--- config.mk ---
export PLATFORM = sky130hd
export DESIGN_NAME = multi_channel_led_effect_engine_flat
export DESIGN_NICKNAME = d
export VERILOG_FILES = /design/src/hw/rtl/mcled_pkg.sv /design/src/hw/rtl/mcled_item_if.sv /design/src/hw/rtl/mcled_result_if.sv /design/src/hw/rtl/multi_channel_led_effect_engine.sv /design/src/hw/rtl/mcled_div.sv /design/src/hw/rtl/mcled_dp.sv /design/src/hw/rtl/mcled_ctrl.sv /design/src/flat_wrapper.sv
export SDC_FILE = /design/constraint.sdc
export NUM_CORES = 2
export LEC_CHECK = 0
export BUFFER_PORTS_ARGS = -buffer_cell sky130_fd_sc_hd__buf_2
export CORE_MARGIN = 3
export CORE_UTILIZATION = 25
export DETAILED_ROUTE_END_ITERATION = 10
export PLACE_DENSITY_LB_ADDON = 0.1
export SYNTH_ARGS = -nofsm -noshare
export SYNTH_HDL_FRONTEND = slang
export SYNTH_HIERARCHICAL = 1
export SYNTH_SLANG_ARGS = --single-unit
--- constraint.sdc ---
create_clock -name i_clk -period 12 [get_ports i_clk]
set_input_delay 2.4 -clock i_clk [delete_from_list [all_inputs] [get_ports i_clk]]
set_output_delay 2.4 -clock i_clk [all_outputs]
set_load 0.05 [all_outputs]
--- src/hw/rtl/mcled_pkg.sv ---
// Shared constants, codes and types of the multi-channel LED effect engine.
package mcled_pkg;

    localparam int CHANNELS = 8;
    localparam int CH_W     = 3;
    localparam int COLOR_W  = 8;
    localparam int RGB_W    = 3 * COLOR_W;
    localparam int MASK_W   = 8;
    localparam int PER_W    = 16;
    localparam int TIME_W   = 32;
    localparam int CFG_IDX_W = 2;

    localparam logic [PER_W-1:0]   BLINK_RESET = PER_W'(1000);
    localparam logic [PER_W-1:0]   PULSE_RESET = PER_W'(1800);
    localparam logic [PER_W-1:0]   MIN_PERIOD  = PER_W'(2);
    localparam logic [COLOR_W-1:0] FULL_SCALE  = COLOR_W'(255);

    // Item operation codes
    localparam logic [1:0] OP_SET_COLOR  = 2'd0;
    localparam logic [1:0] OP_SET_EFFECT = 2'd1;
    localparam logic [1:0] OP_TICK       = 2'd2;

    // Effect codes
    localparam logic [1:0] EFF_OFF   = 2'd0;
    localparam logic [1:0] EFF_SOLID = 2'd1;
    localparam logic [1:0] EFF_BLINK = 2'd2;
    localparam logic [1:0] EFF_PULSE = 2'd3;

    // Configuration register indexes
    localparam logic [CFG_IDX_W-1:0] CFG_MASK  = 2'd0;
    localparam logic [CFG_IDX_W-1:0] CFG_BLINK = 2'd1;
    localparam logic [CFG_IDX_W-1:0] CFG_PULSE = 2'd2;

    typedef enum logic [1:0] {
        DIV_BLINK,
        DIV_PULSE,
        DIV_LEVEL
    } t_div_sel;

    typedef struct packed {
        logic            accept;
        logic            div_start;
        t_div_sel        div_sel;
        logic            fold;
        logic            load_ch;
        logic            eval;
        logic            flush;
        logic [CH_W-1:0] idx;
    } t_ctrl_cmd;

    typedef struct packed {
        logic div_done;
        logic ch_en;
        logic diff;
        logic pend_valid;
        logic out_free;
    } t_dp_stat;

endpackage

--- src/hw/rtl/mcled_item_if.sv ---
// Input item channel: valid/ready handshake with the command or tick payload.
interface mcled_item_if;
    import mcled_pkg::*;

    logic              valid;
    logic              ready;
    logic [1:0]        op;
    logic [CH_W-1:0]   target;
    logic              to_all;
    logic [COLOR_W-1:0] red_in;
    logic [COLOR_W-1:0] green_in;
    logic [COLOR_W-1:0] blue_in;
    logic [1:0]        effect_in;
    logic [TIME_W-1:0] now_ms;

    modport source (
        output valid, op, target, to_all, red_in, green_in, blue_in, effect_in, now_ms,
        input  ready
    );
    modport sink (
        input  valid, op, target, to_all, red_in, green_in, blue_in, effect_in, now_ms,
        output ready
    );
endinterface

--- src/hw/rtl/mcled_result_if.sv ---
// Result channel: valid/ready handshake with one changed channel color.
interface mcled_result_if;
    import mcled_pkg::*;

    logic               valid;
    logic               ready;
    logic [CH_W-1:0]    channel;
    logic [COLOR_W-1:0] red_out;
    logic [COLOR_W-1:0] green_out;
    logic [COLOR_W-1:0] blue_out;
    logic               last;

    modport source (
        output valid, channel, red_out, green_out, blue_out, last,
        input  ready
    );
    modport sink (
        input  valid, channel, red_out, green_out, blue_out, last,
        output ready
    );
endinterface

--- src/hw/rtl/multi_channel_led_effect_engine.sv ---
// Top level of the multi-channel LED effect engine.
// Set-color and set-effect items are applied in the cycle they transfer. A tick holds
// off the next item while it runs: three divisions on one shared bit-serial divider
// (each a start state, 32 steps and a wait for the done flag) give the blink phase,
// pulse phase and triangle level once per tick, a fold state folds the pulse phase,
// then the walk visits every channel to check its enable and adds an evaluate state
// on each enabled channel to scale and compare, in ascending order, and a closing
// flush state hands off the final result; a busy result port adds stalls. The newest
// changed color is held back in a pending register so the final result of a tick can
// carry last = 1. A new item is taken once the tick's walk is done, while its final
// result may still wait in the output register.
module multi_channel_led_effect_engine
    import mcled_pkg::*;
(
    input  logic                 i_clk,
    input  logic                 i_rst_n,
    input  logic                 i_cfg_we,
    input  logic [CFG_IDX_W-1:0] i_cfg_idx,
    input  logic [PER_W-1:0]     i_cfg_wdata,
    mcled_item_if.sink           i_item,
    mcled_result_if.source       o_result
);

    t_ctrl_cmd w_cmd;
    t_dp_stat  w_stat;
    logic      w_ready;

    assign i_item.ready = w_ready;

    mcled_ctrl u_ctrl (
        .i_clk   (i_clk),
        .i_rst_n (i_rst_n),
        .i_valid (i_item.valid),
        .i_op    (i_item.op),
        .o_ready (w_ready),
        .o_cmd   (w_cmd),
        .i_stat  (w_stat)
    );

    mcled_dp u_dp (
        .i_clk       (i_clk),
        .i_rst_n     (i_rst_n),
        .i_cmd       (w_cmd),
        .o_stat      (w_stat),
        .i_cfg_we    (i_cfg_we),
        .i_cfg_idx   (i_cfg_idx),
        .i_cfg_wdata (i_cfg_wdata),
        .i_op        (i_item.op),
        .i_target    (i_item.target),
        .i_to_all    (i_item.to_all),
        .i_red       (i_item.red_in),
        .i_green     (i_item.green_in),
        .i_blue      (i_item.blue_in),
        .i_effect    (i_item.effect_in),
        .i_now       (i_item.now_ms),
        .o_out_valid (o_result.valid),
        .i_out_ready (o_result.ready),
        .o_channel   (o_result.channel),
        .o_red       (o_result.red_out),
        .o_green     (o_result.green_out),
        .o_blue      (o_result.blue_out),
        .o_last      (o_result.last)
    );

endmodule

--- src/hw/rtl/mcled_div.sv ---
// Restoring divider: one quotient bit per cycle, 32-bit dividend by 16-bit divisor.
module mcled_div
    import mcled_pkg::*;
(
    input  logic              i_clk,
    input  logic              i_rst_n,
    input  logic              i_start,
    input  logic [TIME_W-1:0] i_dividend,
    input  logic [PER_W-1:0]  i_divisor,
    output logic              o_done,
    output logic [TIME_W-1:0] o_quo,
    output logic [PER_W-1:0]  o_rem
);

    localparam int CNT_W = $clog2(TIME_W);

    logic [PER_W-1:0]  r_rem;
    logic [TIME_W-1:0] r_quo;
    logic [PER_W-1:0]  r_div;
    logic [CNT_W-1:0]  r_cnt;
    logic              r_busy;
    logic              r_done;

    logic [PER_W:0]    w_trial;
    logic              w_ge;
    logic [PER_W:0]    w_diff;

    // Shift in the next dividend bit and trial-subtract
    always_comb begin
        w_trial = {r_rem, r_quo[TIME_W-1]};
        w_ge    = (w_trial >= {1'b0, r_div});
        w_diff  = w_trial - {1'b0, r_div};
    end

    // Control: start, count steps, flag completion
    always_ff @(posedge i_clk) begin
        if (!i_rst_n) begin
            r_busy <= 1'b0;
            r_done <= 1'b0;
            r_cnt  <= '0;
        end else begin
            r_done <= 1'b0;
            if (i_start) begin
                r_busy <= 1'b1;
                r_cnt  <= '0;
            end else if (r_busy) begin
                r_cnt <= r_cnt + CNT_W'(1);
                if (r_cnt == CNT_W'(TIME_W - 1)) begin
                    r_busy <= 1'b0;
                    r_done <= 1'b1;
                end
            end
        end
    end

    // Datapath: remainder and quotient shift registers
    always_ff @(posedge i_clk) begin
        if (i_start) begin
            r_quo <= i_dividend;
            r_rem <= '0;
            r_div <= i_divisor;
        end else if (r_busy) begin
            r_quo <= {r_quo[TIME_W-2:0], w_ge};
            r_rem <= w_ge ? w_diff[PER_W-1:0] : w_trial[PER_W-1:0];
        end
    end

    assign o_done = r_done;
    assign o_quo  = r_quo;
    assign o_rem  = r_rem;

endmodule

--- src/hw/rtl/mcled_dp.sv ---
// Datapath: configuration, channel state, effect resolution and result registers.
module mcled_dp
    import mcled_pkg::*;
(
    input  logic                 i_clk,
    input  logic                 i_rst_n,
    input  t_ctrl_cmd            i_cmd,
    output t_dp_stat             o_stat,
    input  logic                 i_cfg_we,
    input  logic [CFG_IDX_W-1:0] i_cfg_idx,
    input  logic [PER_W-1:0]     i_cfg_wdata,
    input  logic [1:0]           i_op,
    input  logic [CH_W-1:0]      i_target,
    input  logic                 i_to_all,
    input  logic [COLOR_W-1:0]   i_red,
    input  logic [COLOR_W-1:0]   i_green,
    input  logic [COLOR_W-1:0]   i_blue,
    input  logic [1:0]           i_effect,
    input  logic [TIME_W-1:0]    i_now,
    output logic                 o_out_valid,
    input  logic                 i_out_ready,
    output logic [CH_W-1:0]      o_channel,
    output logic [COLOR_W-1:0]   o_red,
    output logic [COLOR_W-1:0]   o_green,
    output logic [COLOR_W-1:0]   o_blue,
    output logic                 o_last
);

    localparam int PROD_W = 2 * COLOR_W;
    localparam int PH_W   = PER_W + COLOR_W;

    // Exact x / 255 for x up to 255 * 255, the largest product of two 8-bit values
    function automatic logic [COLOR_W-1:0] div255(input logic [PROD_W-1:0] x);
        logic [PROD_W:0] s;
        s = {1'b0, x} + (PROD_W+1)'(1) + (PROD_W+1)'(x[PROD_W-1:COLOR_W]);
        return s[PROD_W-1:COLOR_W];
    endfunction

    // Configuration registers
    logic [MASK_W-1:0] r_mask;
    logic [PER_W-1:0]  r_blink_per;
    logic [PER_W-1:0]  r_pulse_per;

    // Per-channel state
    logic [RGB_W-1:0] r_base  [CHANNELS];
    logic [1:0]       r_mode  [CHANNELS];
    logic [RGB_W-1:0] r_shown [CHANNELS];

    // Tick-wide values
    logic [TIME_W-1:0]  r_now;
    t_div_sel           r_sel;
    logic [PER_W-1:0]   r_bph;
    logic [PER_W-1:0]   r_pph;
    logic [PH_W-1:0]    r_ph255;
    logic [COLOR_W-1:0] r_lvl;

    // Channel under evaluation
    logic [CH_W-1:0]    r_cidx;
    logic [RGB_W-1:0]   r_cbase;
    logic [1:0]         r_cmode;
    logic [RGB_W-1:0]   r_cshown;
    logic [PROD_W-1:0]  r_prod_r;
    logic [PROD_W-1:0]  r_prod_g;
    logic [PROD_W-1:0]  r_prod_b;

    // Held result and output register
    logic               r_pend_valid;
    logic [CH_W-1:0]    r_pend_ch;
    logic [RGB_W-1:0]   r_pend_color;
    logic               r_out_valid;
    logic [CH_W-1:0]    r_out_ch;
    logic [RGB_W-1:0]   r_out_color;
    logic               r_out_last;

    logic [PER_W-1:0]  w_bper;
    logic [PER_W-1:0]  w_pper;
    logic [PER_W-1:0]  w_bhalf;
    logic [PER_W-1:0]  w_phalf;
    logic [PER_W-1:0]  w_ph;
    logic [TIME_W-1:0] w_dividend;
    logic [PER_W-1:0]  w_divisor;
    logic              w_div_done;
    logic [TIME_W-1:0] w_quo;
    logic [PER_W-1:0]  w_rem;
    logic [RGB_W-1:0]  w_res;
    logic              w_diff;
    logic              w_out_free;
    logic [RGB_W-1:0]  w_sel_base;

    // Clamp periods and halve them
    always_comb begin
        w_bper  = (r_blink_per < MIN_PERIOD) ? MIN_PERIOD : r_blink_per;
        w_pper  = (r_pulse_per < MIN_PERIOD) ? MIN_PERIOD : r_pulse_per;
        w_bhalf = w_bper >> 1;
        w_phalf = w_pper >> 1;
        w_ph    = (r_pph >= w_phalf) ? (w_pper - r_pph) : r_pph;
    end

    // Select divider operands
    always_comb begin
        unique case (i_cmd.div_sel)
            DIV_BLINK: begin
                w_dividend = r_now;
                w_divisor  = w_bper;
            end
            DIV_PULSE: begin
                w_dividend = r_now;
                w_divisor  = w_pper;
            end
            default: begin
                w_dividend = TIME_W'(r_ph255);
                w_divisor  = w_phalf;
            end
        endcase
    end

    mcled_div u_div (
        .i_clk      (i_clk),
        .i_rst_n    (i_rst_n),
        .i_start    (i_cmd.div_start),
        .i_dividend (w_dividend),
        .i_divisor  (w_divisor),
        .o_done     (w_div_done),
        .o_quo      (w_quo),
        .o_rem      (w_rem)
    );

    // Configuration writes
    always_ff @(posedge i_clk) begin
        if (!i_rst_n) begin
            r_mask      <= '0;
            r_blink_per <= BLINK_RESET;
            r_pulse_per <= PULSE_RESET;
        end else if (i_cfg_we) begin
            unique case (i_cfg_idx)
                CFG_MASK:  r_mask      <= i_cfg_wdata[MASK_W-1:0];
                CFG_BLINK: r_blink_per <= i_cfg_wdata;
                CFG_PULSE: r_pulse_per <= i_cfg_wdata;
                default: ;
            endcase
        end
    end

    // Resolve the loaded channel color
    always_comb begin
        unique case (r_cmode)
            EFF_SOLID: w_res = r_cbase;
            EFF_BLINK: w_res = (r_bph < w_bhalf) ? r_cbase : '0;
            EFF_PULSE: w_res = {div255(r_prod_r), div255(r_prod_g), div255(r_prod_b)};
            default:   w_res = '0;
        endcase
        w_diff     = (w_res != r_cshown);
        w_out_free = !r_out_valid || i_out_ready;
        w_sel_base = r_base[i_cmd.idx];
    end

    // Apply commands, update shown colors
    always_ff @(posedge i_clk) begin
        if (!i_rst_n) begin
            for (int i = 0; i < CHANNELS; i++) begin
                r_base[i]  <= '0;
                r_mode[i]  <= EFF_OFF;
                r_shown[i] <= '1;
            end
        end else begin
            if (i_cmd.accept) begin
                for (int i = 0; i < CHANNELS; i++) begin
                    if (r_mask[i] && (i_to_all || i_target == CH_W'(i))) begin
                        if (i_op == OP_SET_COLOR) begin
                            r_base[i] <= {i_red, i_green, i_blue};
                        end
                        if (i_op == OP_SET_EFFECT) begin
                            r_mode[i] <= i_effect;
                        end
                    end
                end
            end
            if (i_cmd.eval && w_diff) begin
                r_shown[r_cidx] <= w_res;
            end
        end
    end

    // Tick-wide phase and level values
    always_ff @(posedge i_clk) begin
        if (i_cmd.accept && i_op == OP_TICK) begin
            r_now <= i_now;
        end
        if (i_cmd.div_start) begin
            r_sel <= i_cmd.div_sel;
        end
        if (w_div_done) begin
            unique case (r_sel)
                DIV_BLINK: r_bph <= w_rem;
                DIV_PULSE: r_pph <= w_rem;
                default:   r_lvl <= (|w_quo[TIME_W-1:COLOR_W]) ? FULL_SCALE
                                                               : w_quo[COLOR_W-1:0];
            endcase
        end
        if (i_cmd.fold) begin
            r_ph255 <= {w_ph, {COLOR_W{1'b0}}} - PH_W'(w_ph);
        end
    end

    // Load one channel and scale its base color by the level
    always_ff @(posedge i_clk) begin
        if (i_cmd.load_ch) begin
            r_cidx   <= i_cmd.idx;
            r_cbase  <= w_sel_base;
            r_cmode  <= r_mode[i_cmd.idx];
            r_cshown <= r_shown[i_cmd.idx];
            r_prod_r <= PROD_W'(w_sel_base[RGB_W-1:2*COLOR_W]) * PROD_W'(r_lvl);
            r_prod_g <= PROD_W'(w_sel_base[2*COLOR_W-1:COLOR_W]) * PROD_W'(r_lvl);
            r_prod_b <= PROD_W'(w_sel_base[COLOR_W-1:0]) * PROD_W'(r_lvl);
        end
    end

    // Hold the newest change; push the older one out when another arrives
    always_ff @(posedge i_clk) begin
        if (!i_rst_n) begin
            r_pend_valid <= 1'b0;
            r_out_valid  <= 1'b0;
        end else begin
            if (w_out_free) begin
                r_out_valid <= 1'b0;
            end
            if (i_cmd.eval && w_diff) begin
                r_pend_valid <= 1'b1;
                if (r_pend_valid) begin
                    r_out_valid <= 1'b1;
                end
            end else if (i_cmd.flush && r_pend_valid) begin
                r_pend_valid <= 1'b0;
                r_out_valid  <= 1'b1;
            end
        end
    end

    // Result payload
    always_ff @(posedge i_clk) begin
        if (i_cmd.eval && w_diff) begin
            r_pend_ch    <= r_cidx;
            r_pend_color <= w_res;
            if (r_pend_valid) begin
                r_out_ch    <= r_pend_ch;
                r_out_color <= r_pend_color;
                r_out_last  <= 1'b0;
            end
        end else if (i_cmd.flush && r_pend_valid) begin
            r_out_ch    <= r_pend_ch;
            r_out_color <= r_pend_color;
            r_out_last  <= 1'b1;
        end
    end

    always_comb begin
        o_stat.div_done   = w_div_done;
        o_stat.ch_en      = r_mask[i_cmd.idx];
        o_stat.diff       = w_diff;
        o_stat.pend_valid = r_pend_valid;
        o_stat.out_free   = w_out_free;
    end

    assign o_out_valid = r_out_valid;
    assign o_channel   = r_out_ch;
    assign o_red       = r_out_color[RGB_W-1:2*COLOR_W];
    assign o_green     = r_out_color[2*COLOR_W-1:COLOR_W];
    assign o_blue      = r_out_color[COLOR_W-1:0];
    assign o_last      = r_out_last;

    // A change that displaces a held one sends it out as a non-final transfer
    a_push_not_last: assert property (@(posedge i_clk) disable iff (!i_rst_n)
        (i_cmd.eval && w_diff && r_pend_valid) |=> (r_out_valid && !r_out_last))
        else $error("displaced result not presented as non-final");

    // Flushing the held change presents it as the final transfer
    a_flush_last: assert property (@(posedge i_clk) disable iff (!i_rst_n)
        (i_cmd.flush && r_pend_valid) |=> (r_out_valid && r_out_last && !r_pend_valid))
        else $error("flush did not present final result");

endmodule

--- src/hw/rtl/mcled_ctrl.sv ---
// Controller: sequences ticks through the divider and walks the channels.
module mcled_ctrl
    import mcled_pkg::*;
(
    input  logic      i_clk,
    input  logic      i_rst_n,
    input  logic      i_valid,
    input  logic [1:0] i_op,
    output logic      o_ready,
    output t_ctrl_cmd o_cmd,
    input  t_dp_stat  i_stat
);

    typedef enum logic [3:0] {
        S_IDLE,
        S_DIV_B,
        S_WAIT_B,
        S_DIV_P,
        S_WAIT_P,
        S_FOLD,
        S_DIV_L,
        S_WAIT_L,
        S_CH_LOAD,
        S_CH_EVAL,
        S_FLUSH
    } t_state;

    t_state          r_state;
    t_state          n_state;
    logic [CH_W-1:0] r_idx;
    logic [CH_W-1:0] n_idx;
    logic            w_last_ch;
    logic            w_blocked;

    assign w_last_ch = (r_idx == CH_W'(CHANNELS - 1));
    assign w_blocked = i_stat.diff && i_stat.pend_valid && !i_stat.out_free;
    assign o_ready   = (r_state == S_IDLE);

    // Next state and commands
    always_comb begin
        n_state         = r_state;
        n_idx           = r_idx;
        o_cmd           = '0;
        o_cmd.div_sel   = DIV_BLINK;
        o_cmd.idx       = r_idx;
        unique case (r_state)
            S_IDLE: begin
                if (i_valid) begin
                    o_cmd.accept = 1'b1;
                    if (i_op == OP_TICK) begin
                        n_state = S_DIV_B;
                    end
                end
            end
            S_DIV_B: begin
                o_cmd.div_start = 1'b1;
                o_cmd.div_sel   = DIV_BLINK;
                n_state         = S_WAIT_B;
            end
            S_WAIT_B: begin
                if (i_stat.div_done) begin
                    n_state = S_DIV_P;
                end
            end
            S_DIV_P: begin
                o_cmd.div_start = 1'b1;
                o_cmd.div_sel   = DIV_PULSE;
                n_state         = S_WAIT_P;
            end
            S_WAIT_P: begin
                if (i_stat.div_done) begin
                    n_state = S_FOLD;
                end
            end
            S_FOLD: begin
                o_cmd.fold = 1'b1;
                n_state    = S_DIV_L;
            end
            S_DIV_L: begin
                o_cmd.div_start = 1'b1;
                o_cmd.div_sel   = DIV_LEVEL;
                n_state         = S_WAIT_L;
            end
            S_WAIT_L: begin
                if (i_stat.div_done) begin
                    n_idx   = '0;
                    n_state = S_CH_LOAD;
                end
            end
            S_CH_LOAD: begin
                if (i_stat.ch_en) begin
                    o_cmd.load_ch = 1'b1;
                    n_state       = S_CH_EVAL;
                end else if (w_last_ch) begin
                    n_state = S_FLUSH;
                end else begin
                    n_idx = r_idx + CH_W'(1);
                end
            end
            S_CH_EVAL: begin
                if (!w_blocked) begin
                    o_cmd.eval = 1'b1;
                    if (w_last_ch) begin
                        n_state = S_FLUSH;
                    end else begin
                        n_idx   = r_idx + CH_W'(1);
                        n_state = S_CH_LOAD;
                    end
                end
            end
            S_FLUSH: begin
                if (!i_stat.pend_valid) begin
                    n_state = S_IDLE;
                end else if (i_stat.out_free) begin
                    o_cmd.flush = 1'b1;
                    n_state     = S_IDLE;
                end
            end
            default: n_state = S_IDLE;
        endcase
    end

    // Hold state and channel index
    always_ff @(posedge i_clk) begin
        if (!i_rst_n) begin
            r_state <= S_IDLE;
            r_idx   <= '0;
        end else begin
            r_state <= n_state;
            r_idx   <= n_idx;
        end
    end

    // Stay idle while nothing is offered
    a_idle_hold: assert property (@(posedge i_clk) disable iff (!i_rst_n)
        (r_state == S_IDLE && !i_valid) |=> (r_state == S_IDLE))
        else $error("left idle without a transfer");

    // Never commit a change that would overwrite a result still waiting
    a_no_overrun: assert property (@(posedge i_clk) disable iff (!i_rst_n)
        o_cmd.eval |-> (!i_stat.diff || !i_stat.pend_valid || i_stat.out_free))
        else $error("evaluation committed while output was full");

endmodule

--- src/flat_wrapper.sv ---
// flat-port wrapper written by rule: the top's interface ports become plain ports
module multi_channel_led_effect_engine_flat import mcled_pkg::*;
  (i_clk, i_rst_n, i_cfg_we, i_cfg_idx, i_cfg_wdata, i_item_valid, i_item_op, i_item_target, i_item_to_all, i_item_red_in, i_item_green_in, i_item_blue_in, i_item_effect_in, i_item_now_ms, i_item_ready, o_result_valid, o_result_channel, o_result_red_out, o_result_green_out, o_result_blue_out, o_result_last, o_result_ready);
  mcled_item_if i_item_i ();
  mcled_result_if o_result_i ();
  input  logic i_clk;
  input  logic i_rst_n;
  input  logic i_cfg_we;
  input  logic [CFG_IDX_W-1:0] i_cfg_idx;
  input  logic [PER_W-1:0] i_cfg_wdata;
  input wire logic [$bits(i_item_i.valid)-1:0] i_item_valid;
  input wire logic [$bits(i_item_i.op)-1:0] i_item_op;
  input wire logic [$bits(i_item_i.target)-1:0] i_item_target;
  input wire logic [$bits(i_item_i.to_all)-1:0] i_item_to_all;
  input wire logic [$bits(i_item_i.red_in)-1:0] i_item_red_in;
  input wire logic [$bits(i_item_i.green_in)-1:0] i_item_green_in;
  input wire logic [$bits(i_item_i.blue_in)-1:0] i_item_blue_in;
  input wire logic [$bits(i_item_i.effect_in)-1:0] i_item_effect_in;
  input wire logic [$bits(i_item_i.now_ms)-1:0] i_item_now_ms;
  output wire logic [$bits(i_item_i.ready)-1:0] i_item_ready;
  output wire logic [$bits(o_result_i.valid)-1:0] o_result_valid;
  output wire logic [$bits(o_result_i.channel)-1:0] o_result_channel;
  output wire logic [$bits(o_result_i.red_out)-1:0] o_result_red_out;
  output wire logic [$bits(o_result_i.green_out)-1:0] o_result_green_out;
  output wire logic [$bits(o_result_i.blue_out)-1:0] o_result_blue_out;
  output wire logic [$bits(o_result_i.last)-1:0] o_result_last;
  input wire logic [$bits(o_result_i.ready)-1:0] o_result_ready;
  assign i_item_i.valid = i_item_valid;
  assign i_item_i.op = i_item_op;
  assign i_item_i.target = i_item_target;
  assign i_item_i.to_all = i_item_to_all;
  assign i_item_i.red_in = i_item_red_in;
  assign i_item_i.green_in = i_item_green_in;
  assign i_item_i.blue_in = i_item_blue_in;
  assign i_item_i.effect_in = i_item_effect_in;
  assign i_item_i.now_ms = i_item_now_ms;
  assign i_item_ready = i_item_i.ready;
  assign o_result_valid = o_result_i.valid;
  assign o_result_channel = o_result_i.channel;
  assign o_result_red_out = o_result_i.red_out;
  assign o_result_green_out = o_result_i.green_out;
  assign o_result_blue_out = o_result_i.blue_out;
  assign o_result_last = o_result_i.last;
  assign o_result_i.ready = o_result_ready;
  multi_channel_led_effect_engine u_core (.i_clk(i_clk), .i_rst_n(i_rst_n), .i_cfg_we(i_cfg_we), .i_cfg_idx(i_cfg_idx), .i_cfg_wdata(i_cfg_wdata), .i_item(i_item_i), .o_result(o_result_i));
endmodule
# Yosys cells after proc, flatten, opt, wreduce, memory -nomap -nowiden

Memories as Yosys holds them, arrays and structs flattened. A register that Yosys moved wholly into a read port is not among the register bits.
Index checks and enable logic that the tools add are counted.
W data, S select, Z words.

$add $sub $neg: 11
Multipliers: 3
Order comparisons: 6
Equal/unequal tests: 39
Muxes and demuxes: 150
Bitwise gates (word level): 19
Reduce and logical (&&, ||, !) cells: 48

Operators with widths:

| kind                    | number |
|---|---|
| $mux W24                | 13 |
| $mux W32                | 3 |
| $mux W1                 | 95 |
| $pmux W24 S3            | 1 |
| $mux W16                | 4 |
| $add A16 B1 Y16 const B | 3 |
| $add A16 B8 Y16         | 3 |
| $mul A8 B8 Y16          | 3 |
| $reduce_or A24 Y1       | 2 |
| $pmux W4 S11            | 1 |
| $mux W4                 | 10 |
| $lt A16 B2 Y1 const B   | 2 |
| $pmux W16 S2            | 1 |
| $sub A16 B16 Y16        | 2 |
| $mux W3                 | 10 |
| $ne A24 B24 Y1          | 1 |
| $sub A24 B16 Y24        | 1 |
| $mux W2                 | 9 |
| $pmux W3 S3             | 2 |
| $ge A17 B16 Y1          | 1 |
| $eq A4 B3 Y1 const B    | 4 |
| $ge A16 B15 Y1          | 1 |
| $lt A16 B15 Y1          | 1 |
| $or A1 B1 Y1            | 16 |
| other kinds (30)        | 87 |

Register bits after elaboration: 348
Bits in writable memories: 400
Input port bits: 87
Output and inout port bits: 30
Word-level logic and storage cells: 308
Memories kept: 3

Memory list:

| name                | words | width | read ports | clocked after memory_dff | wr ports | line           | source |
|---|---|---|---|---|---|---|---|
| u_core.u_dp.r_base  | 8     | 24    | 1          | 1                        | 8        | mcled_dp.sv:45 | `logic [RGB_W-1:0] r_base [CHANNELS];` |
| u_core.u_dp.r_shown | 8     | 24    | 1          | 1                        | 8        | mcled_dp.sv:47 | `logic [RGB_W-1:0] r_shown [CHANNELS];` |
| u_core.u_dp.r_mode  | 8     | 2     | 1          | 1                        | 8        | mcled_dp.sv:46 | `logic [1:0] r_mode [CHANNELS];` |

# Longest topological paths before layout

Word-level depth: 16
Depth in mapped cells: 24
Mapped depth without buffers: 22

# Hierarchy

The synthesis kept the hierarchy.

By module, submodules not included:

| module     | times used | cells each | area an instance (µm²) | seq. area each (µm²) |
|---|---|---|---|---|
| mcled_dp   | 1          | 3042       | 37937.6                | 20479.6 |
| mcled_div  | 1          | 336        | 3829.9                 | 1901.8 |
| mcled_ctrl | 1          | 82         | 620.6                  | 140.1 |

# Least setup slack after synthesis

No wires, ideal clock.

Path kind: register to register
Start point: reg u_core.u_ctrl.r_idx[0]
End point: reg u_core.u_dp.r_cbase[0], enable pin
Setup time: 0.705 ns
Arrival time: 9.637 ns
Required time: 11.295 ns
Path slack: 1.658 ns
Stages on the path, launching flop included: 7
Buffers on the path: 3
Clock period less this slack: 10.342 ns
Path through: dfxtp_1 buf_1 clkbuf_1 buf_1 mux4_2 mux2_2 nor3b_1

RTL lines:

| what                     | line              | source |
|---|---|---|
| start: declaration       | mcled_ctrl.sv:30  | `logic [CH_W-1:0] r_idx;` |
| start signal: assignment | mcled_ctrl.sv:130 | `r_idx <= n_idx;` |
| end signal: assignment   | mcled_dp.sv:209   | `r_cbase <= w_sel_base;` |
| end: declaration         | mcled_dp.sv:59    | `logic [RGB_W-1:0] r_cbase;` |

==> results.cfg <==
[outcome]
outcome = completed

[cells_and_area]
drive_above_1_share = 0.1692
fillers = 17210
final_net_count = 3963
areaGrowthSynthToFinish_pct = 15.10
final_util = 0.2908

[placed_design]
dp_hpwl_mm = 88.11
io_buffer_count = 116
place_congestion = 0.7728

[critical_path]
r2r-end = u_core/u_dp/r_shown[0][4]$_SDFFCE_PN1P_
startpoint = u_core/u_dp/r_prod_b[11]$_DFFE_PP_
worstSetupPathType = flop to flop
cp.required_ns = 12.34
crit_fanout = 75
worstRegToRegCells = 19
crit_arrival_ns = 8.01
r2r_slack_ns = 4.33
cp-end-kind = flop
rr_startpoint = u_core/u_dp/r_prod_b[11]$_DFFE_PP_
cp-start-kind = flop

[logic_synthesis]
yosysTopAreaCell = edfxtp_1
synthTopCellsByArea = edfxtp_1 50%, ha_1 6.0%, mux4_2 5.4%
netlist_area_um2 = 42390
synth-seq-area-share = 0.5313
ys_ff_latch = 774
synthTopCellsByCount = 702 x edfxtp_1, 312 x inv_1, 299 x nand2_1, 279 x nor2_1, 211 x nand3_1
ys.flop_type = edfxtp_1
ys_types = 95
syn_nets = 3859
synth_edf_count = 702
syn-instance-count = 3460
async_reset_ff_frac = 0
syn_avg_cell_area_um2 = 12.25
synth.most_common_cell = edfxtp_1
yosys_warnings = 6
synth_top_area_frac = 0.4973

[power]
clock_power_share = 0.387
pwr-share-seq = 0.432
vdd_drop_max_v = 0.0001101
p_int_mw = 5.485
power_density_nw_per_um2 = 156.9
p_switching_mw = 2.173
comb_power_share = 0.180
switching_share = 0.2837
p_leak_nw = 17.02

[clock_tree]
cts_resized = 0
cts_setup_buffers = 0
cts_buffer_depth = 3
ctsHoldBuffers = 0
cts_root_buf = clkbuf_16
cts_tree = built
clk_latency_ns = 0.72
numCtsBuffers = 98
htree_levels = 3
cts_sinks = 774
clk_pin_slew_ns = 0.06

[detailed_routing]
route.detailed.drc = 0
wire_per_inst_um = 22.66
vias_per_cell = 4.616
vias = 27040
first_pass_iters = 5
postRouteAntennaNets = 0
routed_wl_mm = 132.7
initialDrtViolationCount = 1783

[sta]
fin_worst_skew_ns = 0.03664
slew_viol_final = 0
min_period_ns = 7.669
hold_viol_final = 0
tns_ns = 0
setup_violations = 0
period_share = 0.6391
max_freq_mhz = 130.4
rsz0062_at_grt = false
worstMarginPinSlew_ns = 1.236
relSlewSlack = 0.1759

[hold_path]
hold_depth = 0
min_from = u_core/u_dp/r_pend_color[23]$_DFFE_PP_
holdPathEnd = u_core/u_dp/r_out_color[23]$_DFFE_PP_
hold_path.class = flop to flop

[grt]
grt_pass1_vias = 28430
antenna_found_initial = 15
grt_usage = 0.1523
gr-total-overflow = 0
grt_first_pass_wirelength_mm = 197.0
grt_max_degree = 77

[die]
num_io_pins = 117
die_area_um2 = 174500
core-area_um2 = 167800
row_count = 150
initial_utilization = 0.2526
die_h_um = 417.8
fp.dieW_um = 417.8

[run]
drv_cap = 0
==> through the flow <==
stage | std cells | power, mW | worst slack (ns) | hold slack (ns) | area, um2
detailed placement | 5668 | 4.778 | 4.275 | 0.4045 | 45580
global placement | 5668 | 4.790 | 4.365 | 0.4003 | 45580
floorplan | 3460 | 4.324 | 1.658 | 0.4003 | 42390
finish | 5857 | 7.657 | 4.331 | 0.4155 | 48790
global route | 5853 | 8.082 | 3.864 | 0.4212 | 48780
CTS | 5851 | 7.812 | 4.249 | 0.4157 | 48770
==> routing by layer <==
metal  wire (um)  up-vias  global-route usage
met1       60600    13760              0.2014
met3        4232      153             0.02193
met2       65030      405              0.2616
met5           0        -                   0
li1            -    12720                   -
met4        2835        0             0.03728
==> how the worst max path moves through the flow <==
stage | slack, ns | end
3_3_place_gp | 4.37 | u_core/u_dp/r_shown[0][4]$_SDFFCE_PN1P_
3_5_place_dp | 4.28 | u_core/u_dp/r_shown[0][4]$_SDFFCE_PN1P_
6_report | 4.33 | u_core/u_dp/r_shown[0][4]$_SDFFCE_PN1P_
5_1_grt | 3.86 | u_core/u_dp/r_shown[1][5]$_SDFFCE_PN1P_
2_1_floorplan | 1.66 | u_core/u_dp/r_cbase[0]$_DFFE_PP_
4_1_cts | 4.25 | u_core/u_dp/r_shown[1][5]$_SDFFCE_PN1P_
==> registers in the layout (all words and copies together) (netlist names), 24 cells and up <==
signal                    cells
u_core/u_dp/r_pend_color     24
u_core/u_dp/r_out_color      24
u_core/u_dp/r_base          192
u_core/u_dp/r_ph255          24
u_core/u_dp/u_div/o_quo      32
u_core/u_dp/r_now            32
u_core/u_dp/r_cshown         24
u_core/u_dp/r_cbase          24
u_core/u_dp/r_shown         192
==> critical path, stage by stage (launching register included) <==
cell and delay [ns]:
edfxtp_1 0.51, ha_1 0.33, nand3_1 0.09, a21o_1 0.19, a31oi_1 0.63, a31oi_1 0.20
a221oi_2 0.75, xnor2_1 0.12, nor4_1 0.58, nand4_1 0.26, nor4_1 0.47, inv_1 0.08
and3b_1 0.22, nor3b_1 0.44, o41ai_4 0.16, buf_4 0.25, inv_6 0.47, buf_4 0.81
a31o_1 0.26, buf_4 0.41
==> logic make-up after synthesis <==
group,after synthesis,share of synthesized area
fa+ha+maj,312,0.1116
flops,774,0.5313
mux,246,0.09136
simple gates,1130,0.1282
xor+xnor,93,0.01922
buf+inv,492,0.04773
compound gates,413,0.07064
==> cells in the final DEF, fill, tap and decap left out, drive strengths merged, types with 9 or more instances in the layout <==
| cell type | netlist | final |
|---|---|---|
| buf | 49 | 180 |
| and2 | 87 | 87 |
| nor2 | 281 | 281 |
| mux2i | 37 | 37 |
| a211oi | 14 | 14 |
| nor3b | 13 | 13 |
| or2 | 14 | 14 |
| nor4 | 28 | 28 |
| o31ai | 15 | 15 |
| a21o | 22 | 22 |
| or3 | 25 | 25 |
| o22ai | 9 | 9 |
| nor3 | 42 | 42 |
| ha | 202 | 202 |
| fa | 110 | 110 |
| edfxtp | 702 | 702 |
| nand4 | 12 | 12 |
| dfxtp | 72 | 72 |
| a21boi | 15 | 15 |
| a21oi | 91 | 91 |
| mux4 | 102 | 102 |
| mux2 | 107 | 107 |
| xor2 | 34 | 34 |
| bufinv | 0 | 9 |
| inv | 315 | 319 |
| clkinv | 1 | 33 |
| nand2 | 300 | 300 |
| o21ai | 91 | 91 |
| o21a | 27 | 27 |
| and3 | 16 | 16 |
| xnor2 | 59 | 59 |
| o211ai | 30 | 30 |
| clkbuf | 127 | 137 |
| a221oi | 9 | 9 |
| nand3 | 211 | 211 |
| nand2b | 24 | 24 |
| nor2b | 44 | 44 |
==> power by group through the flow <==
stage / logic (mW) / clock network (mW) / registers (mW)
2_1_floorplan: 1.04 / 0 / 3.28
3_3_place_gp: 1.42 / 0 / 3.37
3_5_place_dp: 1.41 / 0 / 3.37
4_1_cts: 1.42 / 3.08 / 3.32
5_1_grt: 1.58 / 3.17 / 3.33
6_report: 1.38 / 2.96 / 3.31
==> final cells by class <==
class	instances	area [um2]	share of cell area
flip-flops and latches	774	22530	0.4618
multi-input cells	2194	18030	0.3696
well taps	2204	2758	0.05652
clock buffers	137	2670	0.05473
inverters	316	1191	0.02441
repair buffers	180	1064	0.02180
clock inverters	46	526.8	0.01080
diodes	6	15.01	0.0003077
No activity file was read; power rests on OpenSTA's default activity.
